<file path="config.mk">
export PLATFORM = sky130hd
export DESIGN_NAME = rgd_ctrl
export DESIGN_NICKNAME = d
export VERILOG_FILES = /design/src/rtl/core/rgd_pkg.sv /design/src/rtl/core/rgd_ctrl.sv
export SDC_FILE = /design/constraint.sdc
export NUM_CORES = 1
export LEC_CHECK = 0
export BUFFER_PORTS_ARGS = -buffer_cell sky130_fd_sc_hd__buf_2
export CAP_MARGIN = 25
export CORE_MARGIN = 2
export CORE_UTILIZATION = 40
export CTS_CLUSTER_DIAMETER = 40
export DETAILED_ROUTE_END_ITERATION = 10
export HOLD_SLACK_MARGIN = 0.03
export PLACE_DENSITY = 0.72
export SLEW_MARGIN = 20
export SYNTH_ARGS = -nofsm -noshare
export SYNTH_HDL_FRONTEND = slang
export SYNTH_SLANG_ARGS = --single-unit
</file>
<file path="constraint.sdc">
create_clock -name clock -period 1.7 [get_ports clock]
set_clock_uncertainty 0.1 [all_clocks]
set_input_delay 0.085 -clock clock [delete_from_list [all_inputs] [get_ports clock]]
set_output_delay 0.085 -clock clock [all_outputs]
set_load 0.01 [all_outputs]
</file>
<file path="src/rtl/core/rgd_pkg.sv">
package rgd_pkg;

   localparam int INDEX_WIDTH = 10;
   localparam int VALUE_PORT_WIDTH = 32;
   localparam int RESULT_WIDTH = 32;
   localparam int MODE_WIDTH = 2;

   localparam logic [MODE_WIDTH-1:0] MODE_CLEAR  = 2'd0;
   localparam logic [MODE_WIDTH-1:0] MODE_APPEND = 2'd1;
   localparam logic [MODE_WIDTH-1:0] MODE_QUERY  = 2'd2;
   localparam logic [MODE_WIDTH-1:0] MODE_UNUSED = 2'd3;

   typedef struct packed {
      logic take;
      logic wr_diff;
      logic rd_first;
      logic rd_second;
      logic load_acc;
      logic gcd_start;
      logic wr_gcd;
      logic acc_gcd;
      logic q_step;
      logic commit;
      logic rsp_load;
   } cmd_type;

   typedef struct packed {
      logic full;
      logic empty;
      logic simple;
      logic lvl_more;
      logic q_win;
      logic q_tail;
      logic gcd_busy;
   } sts_type;

endpackage

</file>
<file path="src/rtl/core/rgd_ctrl.sv">
module rgd_ctrl
   import rgd_pkg::*;
(
   input  logic                  clock,
   input  logic                  reset,
   input  logic                  req_valid,
   input  logic [MODE_WIDTH-1:0] req_mode,
   output logic                  req_ready,
   output logic                  rsp_valid,
   input  logic                  rsp_ready,
   input  sts_type               sts,
   output cmd_type               cmd
);

   localparam logic [3:0] S_IDLE  = 4'd0;
   localparam logic [3:0] S_AWR0  = 4'd1;
   localparam logic [3:0] S_ACHK  = 4'd2;
   localparam logic [3:0] S_ARDB  = 4'd3;
   localparam logic [3:0] S_AGS   = 4'd4;
   localparam logic [3:0] S_AWAIT = 4'd5;
   localparam logic [3:0] S_QCHK  = 4'd6;
   localparam logic [3:0] S_QGS   = 4'd7;
   localparam logic [3:0] S_QWAIT = 4'd8;
   localparam logic [3:0] S_OUT   = 4'd9;

   logic [3:0] state_ff;
   logic [3:0] state_in;
   logic       rsp_valid_ff;
   logic       rsp_valid_in;

   always_comb begin
      state_in  = state_ff;
      cmd       = '0;
      req_ready = 1'b0;
      case (state_ff)
         S_IDLE: begin
            req_ready = 1'b1;
            if (req_valid) begin
               cmd.take = 1'b1;
               if (req_mode == MODE_APPEND && !sts.full && !sts.empty) begin
                  state_in = S_AWR0;
               end else if (req_mode == MODE_QUERY) begin
                  state_in = sts.simple ? S_OUT : S_QCHK;
               end
            end
         end
         S_AWR0: begin
            cmd.wr_diff = 1'b1;
            state_in    = S_ACHK;
         end
         S_ACHK: begin
            if (sts.lvl_more) begin
               cmd.rd_first = 1'b1;
               state_in     = S_ARDB;
            end else begin
               cmd.commit = 1'b1;
               state_in   = S_IDLE;
            end
         end
         S_ARDB: begin
            cmd.rd_second = 1'b1;
            cmd.load_acc  = 1'b1;
            state_in      = S_AGS;
         end
         S_AGS: begin
            cmd.gcd_start = 1'b1;
            state_in      = S_AWAIT;
         end
         S_AWAIT: begin
            if (!sts.gcd_busy) begin
               cmd.wr_gcd = 1'b1;
               state_in   = S_ACHK;
            end
         end
         S_QCHK: begin
            if (sts.q_win || sts.q_tail) begin
               cmd.q_step = 1'b1;
               state_in   = S_QGS;
            end else begin
               state_in = S_OUT;
            end
         end
         S_QGS: begin
            cmd.gcd_start = 1'b1;
            state_in      = S_QWAIT;
         end
         S_QWAIT: begin
            if (!sts.gcd_busy) begin
               cmd.acc_gcd = 1'b1;
               state_in    = S_QCHK;
            end
         end
         S_OUT: begin
            if (!rsp_valid_ff || rsp_ready) begin
               cmd.rsp_load = 1'b1;
               state_in     = S_IDLE;
            end
         end
         default: begin
            state_in = S_IDLE;
         end
      endcase
   end

   always_comb begin
      rsp_valid_in = rsp_valid_ff;
      if (cmd.rsp_load) begin
         rsp_valid_in = 1'b1;
      end else if (rsp_ready) begin
         rsp_valid_in = 1'b0;
      end
   end

   always_ff @(posedge clock) begin
      if (reset) begin
         state_ff     <= S_IDLE;
         rsp_valid_ff <= 1'b0;
      end else begin
         state_ff     <= state_in;
         rsp_valid_ff <= rsp_valid_in;
      end
   end

   assign rsp_valid = rsp_valid_ff;

endmodule

</file>
==> impl_metrics.tcl, run 1 <==
set metrics [dict create \
    outcome "completed" \
    die-area_mm2 0.00178 \
    slew_viol_final 0 \
    ys_types 35 \
    cts_tree "yes" \
    synth.top_cell.area_share 0.172 \
    crit_fanout 5 \
    cap_violations 0 \
    post-route-drc-count 0 \
    nets 114 \
    synthTopCellsByArea "dfxtp_1, nand2b_1, nor2_1, buf_6, clkbuf_8" \
    ff_latch_area_um2 101 \
    grt_pass1_wl_um 2440 \
    worst_setup_path_end_kind "flop" \
    io_buffers 25 \
    htree_levels 1 \
    hold_path_end "rsp_valid$_SDFFE_PP0P_" \
    start_util 0.437 \
    peakVddDrop_mv 0.769 \
    worstSetupPathType "flop to flop" \
    dpl_worst_slack_ns 0.0767 \
    io_pins 26 \
    fp.dieW_um 42.2 \
    yosysTopAreaCell "dfxtp_1" \
    viasPerCell 5.78 \
    startpoint_type "flop" \
    place_congestion 0.794 \
    hp-class "input port to flop" \
    clkSinkCount 5 \
    grt_pass1_vias 574 \
    ys_seq_elements 5 \
    power_density_mw_per_mm2 1570 \
    core_mm2 0.00133 \
    antenna_found_initial 0 \
    clk-insertion-delay-late_ns 0.25 \
    grt_max_degree 12 \
    dpl.hpwl_um 1090 \
    num_rows 13 \
    numCtsBuffers 3 \
    grt_use_total 0.178 \
    grt_overflow 0 \
    ys_seq_area_frac 0.172 \
    power_w 0.00120 \
    final_cell_mix "buf_2, nor2_1, nand2b_1, buf_4, dfxtp_1" \
    finalCriticalPeriod_ns 1.67 \
    slew_headroom 0.716 \
    dieHeight_um 42.2 \
    root_buffer "clkbuf_4" \
    holdWs_ns 0.0367 \
    synthCells 71 \
    diodes 0 \
    final_common_cell "buf_2" \
    clockBufferDepth 2 \
    nFillCells 134 \
    arrival_ns 1.69 \
    synth_fp_nets 84 \
    yosys_warnings 0 \
    period_share 0.981 \
    hold_violations 0 \
    worst_slack_ns 0.0319 \
    syn_area_per_cell_um2 8.21 \
    rrSetupSlack_ns 0.03 \
    clk_transition_reported_paths_ns 0.05 \
    p_leak_nw 0.342 \
    reg2regPathDepth 4 \
    tightestPinTransition_ns 0.422 \
    hold_path_depth 3 \
    multi_input_area_um2 410 \
    worstPathRequired_ns 1.72 \
    timing.fmax_mhz 599 \
    synth_area_um2 583 \
    layout-drive-gt1-share 0.440 \
    num_vias 665 \
    ant_nets 0 \
    reg2reg_from "state_ff[1]$_SDFFE_PP0P_" \
    finalSetupViolCount 0 \
    first_iter_violations 13 \
    wire_per_inst_um 13.1 \
    finalWirelength_um 1510 \
    r2r-end "state_ff[0]$_SDFFE_PP0P_" \
    drt_first_pass_iters 4 \
    min-delay-start "rsp_ready" \
    area_growth_syn_to_layout_pct 30.7 \
]
## layer usage
layer  GRT usage  share of wire  vias up
met4      0.0938         0.0086        0
met2       0.317           0.51       32
met3      0.0216          0.066        2
li1            -              -      323
met1       0.205           0.41      308
met5           0              0        -
## per-stage QoR
step	util	std cells	area, um2	setup TNS [ns]
4_1_cts	0.549	115	732	0
2_1_floorplan	-	71	583	0
5_1_grt	0.571	115	762	-0.0209
3_5_place_dp	0.522	110	696	0
6_report	0.571	115	762	0
3_3_place_gp	0.522	110	696	0
## registers in the layout (all words and copies together) (netlist names)
name / flops
rsp_valid: 1
state_ff: 4
## worst max-delay path by stage
stage                              from                       end  slack [ns]  cells past startpoint
3_5_place_dp   state_ff[1]$_SDFFE_PP0P_  state_ff[0]$_SDFFE_PP0P_        0.08                      4
3_3_place_gp   state_ff[1]$_SDFFE_PP0P_  state_ff[0]$_SDFFE_PP0P_        0.11                      4
2_1_floorplan  state_ff[3]$_SDFFE_PP0P_  state_ff[0]$_SDFFE_PP0P_        0.12                      5
6_report       state_ff[1]$_SDFFE_PP0P_  state_ff[0]$_SDFFE_PP0P_        0.03                      4
5_1_grt        state_ff[1]$_SDFFE_PP0P_  state_ff[0]$_SDFFE_PP0P_       -0.02                      4
4_1_cts        state_ff[1]$_SDFFE_PP0P_                   cmd[10]        0.06                      4
## synth_stat cells
master and count:
a2111o_1 1, a211oi_1 2, a21oi_1 3, a221oi_2 1
a311oi_1 1, a31oi_1 1, and2_1 1, and2b_2 1
and3_1 1, buf_4 2, buf_6 3, bufinv_8 1
clkbuf_8 2, dfxtp_1 5, inv_1 2, nand2_1 3
nand2b_1 6, nand3_1 1, nand3b_1 1, nand4bb_1 1
nor2_1 10, nor2b_1 2, nor3_1 3, nor4_1 3
nor4_2 1, nor4b_1 1, nor4b_4 1, o2111a_1 1
o211ai_1 1, o21ai_0 3, o21ai_1 1, o22ai_1 2
o32ai_2 1, or4_4 1, xor2_1 1
## where the power goes
group | leakage [nW] | switching [W] | total [W] | internal (W)
sequential | 0.0412 | 0.0000370 | 0.000195 | 0.000158
clock | 0.0150 | 0.0000561 | 0.000145 | 0.0000892
combinational | 0.286 | 0.000460 | 0.000855 | 0.000395
## final cells by class
type / count / share of cell area
inverter: 3 / 0.0328
multi-input combinational: 56 / 0.539
clock buffer: 4 / 0.0345
sequential: 5 / 0.133
timing repair buffer: 32 / 0.236
tap: 15 / 0.0246
## worst max-delay path, cell delays in order (launching register included)
cell,delay [ns]
dfxtp_2,0.33
or4_4,0.57
a221oi_4,0.23
a2111o_1,0.20
o32ai_2,0.10
## cells by family (layout without fill, tap and decap cells)
kind of cell	after synthesis	after routing	synth area share
compound gates	18	18	0.238
xor+xnor	1	1	0.0150
buf+inv	10	39	0.174
flops	5	5	0.172
simple gates	37	37	0.401
## repair_timing
item / 4_1_cts / 5_1_grt
gates resized for setup: 0 / 5
setup endpoints to repair: 0 / 4
hold endpoints to repair: 2 / 0
setup buffers: 0 / 0
hold buffers: 1 / 0
No activity file was read; power rests on OpenSTA's default activity.
==> run 2: changes to the inputs <==
--- a/config.mk
+++ b/config.mk
@@ -7,12 +7,13 @@
 export LEC_CHECK = 0
 export BUFFER_PORTS_ARGS = -buffer_cell sky130_fd_sc_hd__buf_2
 export CAP_MARGIN = 25
-export CORE_MARGIN = 2
-export CORE_UTILIZATION = 40
+export CELL_PAD_IN_SITES_DETAIL_PLACEMENT = 0
+export CELL_PAD_IN_SITES_GLOBAL_PLACEMENT = 1
+export CORE_UTILIZATION = 28
 export CTS_CLUSTER_DIAMETER = 40
 export DETAILED_ROUTE_END_ITERATION = 10
 export HOLD_SLACK_MARGIN = 0.03
-export PLACE_DENSITY = 0.72
+export PLACE_DENSITY_LB_ADDON = 0.1
 export SLEW_MARGIN = 20
 export SYNTH_ARGS = -nofsm -noshare
 export SYNTH_HDL_FRONTEND = slang
==> run 2 against run 1 <==
  * Sequential cell count unchanged
  * Wire length decreased by 1.5%
  * Via count down 7.5%
==> impl_metrics.tcl, run 2 (synthesis results as in run 1) <==
set metrics [dict create \
    start_util 0.297 \
    clk-insertion-delay-late_ns 0.24 \
    swShare 0.454 \
    use_met1 0.225 \
    num_rows 16 \
    ant_nets 0 \
    finalSetupViolCount 0 \
    post-route-drc-count 0 \
    arrival_ns 1.41 \
    antenna_found_initial 0 \
    dpl.hpwl_um 1190 \
    worstSetupPathType "flop to output pin" \
    drt_first_pass_iters 4 \
    wire_per_inst_um 11.6 \
    largest_reg_flops 4 \
    clk_transition_reported_paths_ns 0.05 \
    p_clk_frac 0.119 \
    core_mm2 0.00196 \
    worstPathRequired_ns 1.51 \
    hold_path_end "rsp_valid$_SDFFE_PP0P_" \
    io_buffers 25 \
    power_density_mw_per_mm2 1510 \
    nets 115 \
    fp.dieW_um 47.6 \
    grt_pass1_vias 576 \
    startpoint_type "flop" \
    finalWirelength_um 1490 \
    hp-class "input port to flop" \
    dieHeight_um 47.6 \
    use_met3 0.0226 \
    switchingPower_w 0.000518 \
    worst_slack_ns 0.101 \
    nFillCells 232 \
    cap_violations 0 \
    clkSinkCount 5 \
    hold_violations 0 \
    ctsResizeCount 0 \
    slew_viol_final 0 \
    layout-drive-gt1-share 0.426 \
    outcome "completed" \
    rsz0062_at_grt "no" \
    htree_levels 1 \
    reg2reg_from "state_ff[1]$_SDFFE_PP0P_" \
    p_int_w 0.000623 \
    final_util 0.385 \
    comb_power_share 0.710 \
    clockBufferDepth 2 \
    grt_max_degree 12 \
    grt_pass1_wl_um 2480 \
    area_growth_syn_to_layout_pct 29.6 \
    busiest_layer "met2" \
    r2r-end "state_ff[0]$_SDFFE_PP0P_" \
    grt_use_total 0.154 \
    setup_tns_ns 0 \
    rrSetupSlack_ns 0.11 \
    grtUsageMet2 0.241 \
    timing.fmax_mhz 625 \
    dpl_worst_slack_ns 0.0912 \
    reg2regPathDepth 4 \
    die-area_mm2 0.00227 \
    tightestPinTransition_ns 0.331 \
    io_pins 26 \
    peakVddDrop_mv 0.594 \
    period_share 0.940 \
    cts_setup_buffers 0 \
    root_buffer "clkbuf_4" \
    first_iter_violations 5 \
    num_vias 615 \
    hold_path_depth 3 \
    diodes 0 \
    slew_headroom 0.777 \
    final_cell_mix "buf_2, nor2_1, buf_4" \
    top_register "state_ff" \
    grt_overflow 0 \
    place_congestion 0.725 \
    p_leak_nw 0.346 \
    holdWs_ns 0.0375 \
    numCtsBuffers 3 \
    cts_tree "yes" \
    finalCriticalPeriod_ns 1.60 \
    min-delay-start "rsp_ready" \
    worst_setup_path_end_kind "output pin" \
    crit_fanout 4 \
    viasPerCell 4.80 \
    final_common_cell "buf_2" \
    power_w 0.00114 \
    power_frac_seq 0.171 \
]
==> run 2: cell types whose count changed in the layout (fill, tap and decap cells not counted), sizes merged <==
cell    before  now
clkinv       0    1
buf         31   32
clkbuf       4    3
==> run 2: how the worst max path moves through the flow <==
stage | from | end | slack [ns] | depth (start not counted)
finish | state_ff[1]$_SDFFE_PP0P_ | cmd[10] | 0.10 | 4
global route | state_ff[1]$_SDFFE_PP0P_ | cmd[10] | 0.009 | 4
CTS | state_ff[1]$_SDFFE_PP0P_ | cmd[10] | 0.06 | 4
detailed placement | state_ff[1]$_SDFFE_PP0P_ | state_ff[0]$_SDFFE_PP0P_ | 0.09 | 4
global placement | state_ff[1]$_SDFFE_PP0P_ | state_ff[0]$_SDFFE_PP0P_ | 0.12 | 4
floorplan | state_ff[3]$_SDFFE_PP0P_ | state_ff[0]$_SDFFE_PP0P_ | 0.12 | 5
==> run 2: final cells by class <==
class	instances	area [um2]	share of cell area
flip-flops and latches	5	100	0.132
repair buffers	33	188	0.248
multi-input cells	56	382	0.505
clock inverters	1	5.00	0.00662
inverters	3	25.0	0.0331
well taps	27	33.8	0.0447
clock buffers	3	22.5	0.0298
==> run 2: metrics by stage <==
| stage | instances | instance area (um2) |
|---|---|---|
| 3_5_place_dp | 123 | 718 |
| 6_report | 128 | 756 |
| 3_3_place_gp | 123 | 718 |
| 5_1_grt | 128 | 756 |
| 4_1_cts | 128 | 756 |
| 2_1_floorplan | 71 | 583 |
==> run 2: timing repair <==
action | 4_1_cts | 5_1_grt
hold buffers | 1 | 0
endpoints found under the hold margin | 2 | 0
setup endpoints to repair | 0 | 1
==> run 2: power by group through the flow <==
stage	clock network (W)	registers, W	logic [W]
global route	0.000149	0.000201	0.000912
CTS	0.000138	0.000195	0.000821
detailed placement	0	0.000195	0.000816
global placement	0	0.000195	0.000829
finish	0.000136	0.000195	0.000810
floorplan	0	0.000183	0.000648
==> run 2: critical path, stage by stage, from the launching register on <==
cell	delay, ns
dfxtp_1	0.33
or4_4	0.54
inv_1	0.08
and2_1	0.11
buf_2	0.12
==> run 2: layer usage <==
metal / share of wire / vias to the layer above / wire [um]
met3: 0.031 / 0 / 46
met5: 0 / - / 0
met4: 0 / 0 / 0
li1: - / 321 / -
met2: 0.46 / 13 / 685
met1: 0.51 / 281 / 753
==> run 3: changes to the inputs <==
--- a/config.mk
+++ b/config.mk
@@ -5,6 +5,7 @@
 export SDC_FILE = /design/constraint.sdc
 export NUM_CORES = 1
 export LEC_CHECK = 0
+export ABC_CLOCK_PERIOD_IN_PS = 1700
 export BUFFER_PORTS_ARGS = -buffer_cell sky130_fd_sc_hd__buf_2
 export CAP_MARGIN = 25
 export CELL_PAD_IN_SITES_DETAIL_PLACEMENT = 0
@@ -13,7 +14,7 @@
 export CTS_CLUSTER_DIAMETER = 40
 export DETAILED_ROUTE_END_ITERATION = 10
 export HOLD_SLACK_MARGIN = 0.03
-export PLACE_DENSITY_LB_ADDON = 0.1
+export PLACE_DENSITY = 0.76
 export SLEW_MARGIN = 20
 export SYNTH_ARGS = -nofsm -noshare
 export SYNTH_HDL_FRONTEND = slang
==> run 3 against run 2 <==
  * Core utilization grew 0.13 points
  * Sequential power is essentially flat
  * Power grew 0.51%
  * Critical path depth is the same
  * Critical path type is now flop to flop
  * Highest routed layer unchanged
==> impl_metrics.tcl, run 3 (synthesis results as in run 1) <==
set metrics [dict create \
    finalSetupViolCount 0 \
    switchingPower_w 0.000514 \
    fp.dieW_um 47.6 \
    slew_viol_final 0 \
    num_vias 626 \
    clk_transition_reported_paths_ns 0.04 \
    worst_slack_ns 0.0708 \
    power_density_mw_per_mm2 1510 \
    comb_power_share 0.711 \
    nets 114 \
    hold_violations 0 \
    post-route-drc-count 0 \
    first_iter_violations 17 \
    worst_setup_path_end_kind "flop" \
    area_growth_syn_to_layout_pct 30.0 \
    grt_pass1_vias 496 \
    clk-insertion-delay-late_ns 0.24 \
    finalCriticalPeriod_ns 1.63 \
    io_pins 26 \
    power_frac_seq 0.170 \
    wire_per_inst_um 10.9 \
    cap_violations 0 \
    dieHeight_um 47.6 \
    holdWs_ns 0.0362 \
    cp_slowest_cell "or4_4" \
    core_mm2 0.00196 \
    final_common_cell "buf_2" \
    cts_tree "yes" \
    ff_latch_area_um2 100 \
    io_buffers 25 \
    outcome "completed" \
    p_leak_nw 0.339 \
    design_area_um2 758 \
    worstPathRequired_ns 1.71 \
    rrSetupSlack_ns 0.07 \
    diodes 0 \
    p_clk_frac 0.118 \
    grt_pass1_wl_um 2030 \
    final_cell_mix "buf_2, nor2_1, nand2b_1, buf_4, dfxtp_1" \
    dpl.hpwl_um 1100 \
    period_share 0.958 \
    p_int_w 0.000632 \
    top_register "state_ff" \
    slew_headroom 0.769 \
    largest_reg_flops 4 \
    clkSinkCount 5 \
    startpoint_type "flop" \
    viasPerCell 4.93 \
    num_rows 16 \
    crit_fanout 5 \
    numCtsBuffers 3 \
    swShare 0.448 \
    arrival_ns 1.64 \
    clockBufferDepth 2 \
    layout-drive-gt1-share 0.410 \
    die-area_mm2 0.00227 \
    worstSetupPathType "flop to flop" \
    htree_levels 1 \
    start_util 0.297 \
    max_stage_delay_ns 0.55 \
    antenna_found_initial 0 \
    finalWirelength_um 1390 \
    ant_nets 0 \
    tightestPinTransition_ns 0.343 \
    crit_chain "or4_4, a221oi_4, a2111o_1, o32ai_2" \
    place_congestion 0.741 \
    multi_input_area_um2 393 \
    nFillCells 227 \
    grt_overflow 0 \
    root_buffer "clkbuf_4" \
    timing.fmax_mhz 614 \
    drt_first_pass_iters 4 \
    cts_setup_buffers 0 \
    rsz0062_at_grt "no" \
    grt_max_degree 12 \
    dpl_worst_slack_ns 0.0631 \
    peakVddDrop_mv 0.530 \
    hp-class "input port to flop" \
    setup_tns_ns 0 \
    dpl_cell_area_um2 711 \
    finalNonFillerCells 127 \
    dp_cells 122 \
    grt_use_total 0.122 \
]
run 3: metal layers:
| metal | global-route usage | wire length [um] | up-vias |
|---|---|---|---|
| li1 | - | - | 322 |
| met1 | 0.162 | 626 | 279 |
| met2 | 0.208 | 684 | 25 |
| met3 | 0.0113 | 75 | 0 |
| met4 | 0.0389 | 0 | 0 |
| met5 | 0 | 0 | - |
run 3: path summary, 6_finish.rpt:
path / start / end / cells after the start
setup / recovery: state_ff[1]$_SDFFE_PP0P_ / state_ff[0]$_SDFFE_PP0P_ / 4
hold / removal: rsp_ready / rsp_valid$_SDFFE_PP0P_ / 3
setup reg to reg: state_ff[1]$_SDFFE_PP0P_ / state_ff[0]$_SDFFE_PP0P_ / 4
hold reg to reg: rsp_valid$_SDFFE_PP0P_ / rsp_valid$_SDFFE_PP0P_ / 2
run 3: metrics by stage:
step                      total power (W)  utilization
after detailed placement         0.000983        0.362
after global placement           0.000984        0.362
after global routing              0.00126        0.386
final                             0.00115        0.386
after CTS                         0.00112        0.381
after floorplan                  0.000831            -
run 3: timing repair:
| item | CTS | global route |
|---|---|---|
| endpoints found under the hold margin | 2 | 0 |
| setup endpoints to repair | 0 | 2 |
| gates resized for setup | 0 | 1 |
| hold buffers | 1 | 0 |
run 3: power by group through the flow:
| stage | sequential, W | clock (W) | combinational (W) |
|---|---|---|---|
| finish | 0.000195 | 0.000136 | 0.000816 |
| global route | 0.000201 | 0.000145 | 0.000909 |
| CTS | 0.000196 | 0.000137 | 0.000790 |
| detailed placement | 0.000198 | 0 | 0.000786 |
| global placement | 0.000196 | 0 | 0.000788 |
| floorplan | 0.000183 | 0 | 0.000648 |
run 3: worst max-delay path: cells and delay by family, from the launching register on:
kind,cells,cell delay (ns)
compound gates,3,0.51
simple gates,1,0.55
flops,1,0.33
run 3: area by class of cell:
| class | instances | area share |
|---|---|---|
| sequential | 5 | 0.132 |
| inverter | 3 | 0.0330 |
| clock buffer | 4 | 0.0347 |
| multi-input combinational | 56 | 0.518 |
| timing repair buffer | 32 | 0.238 |
| tap | 27 | 0.0446 |
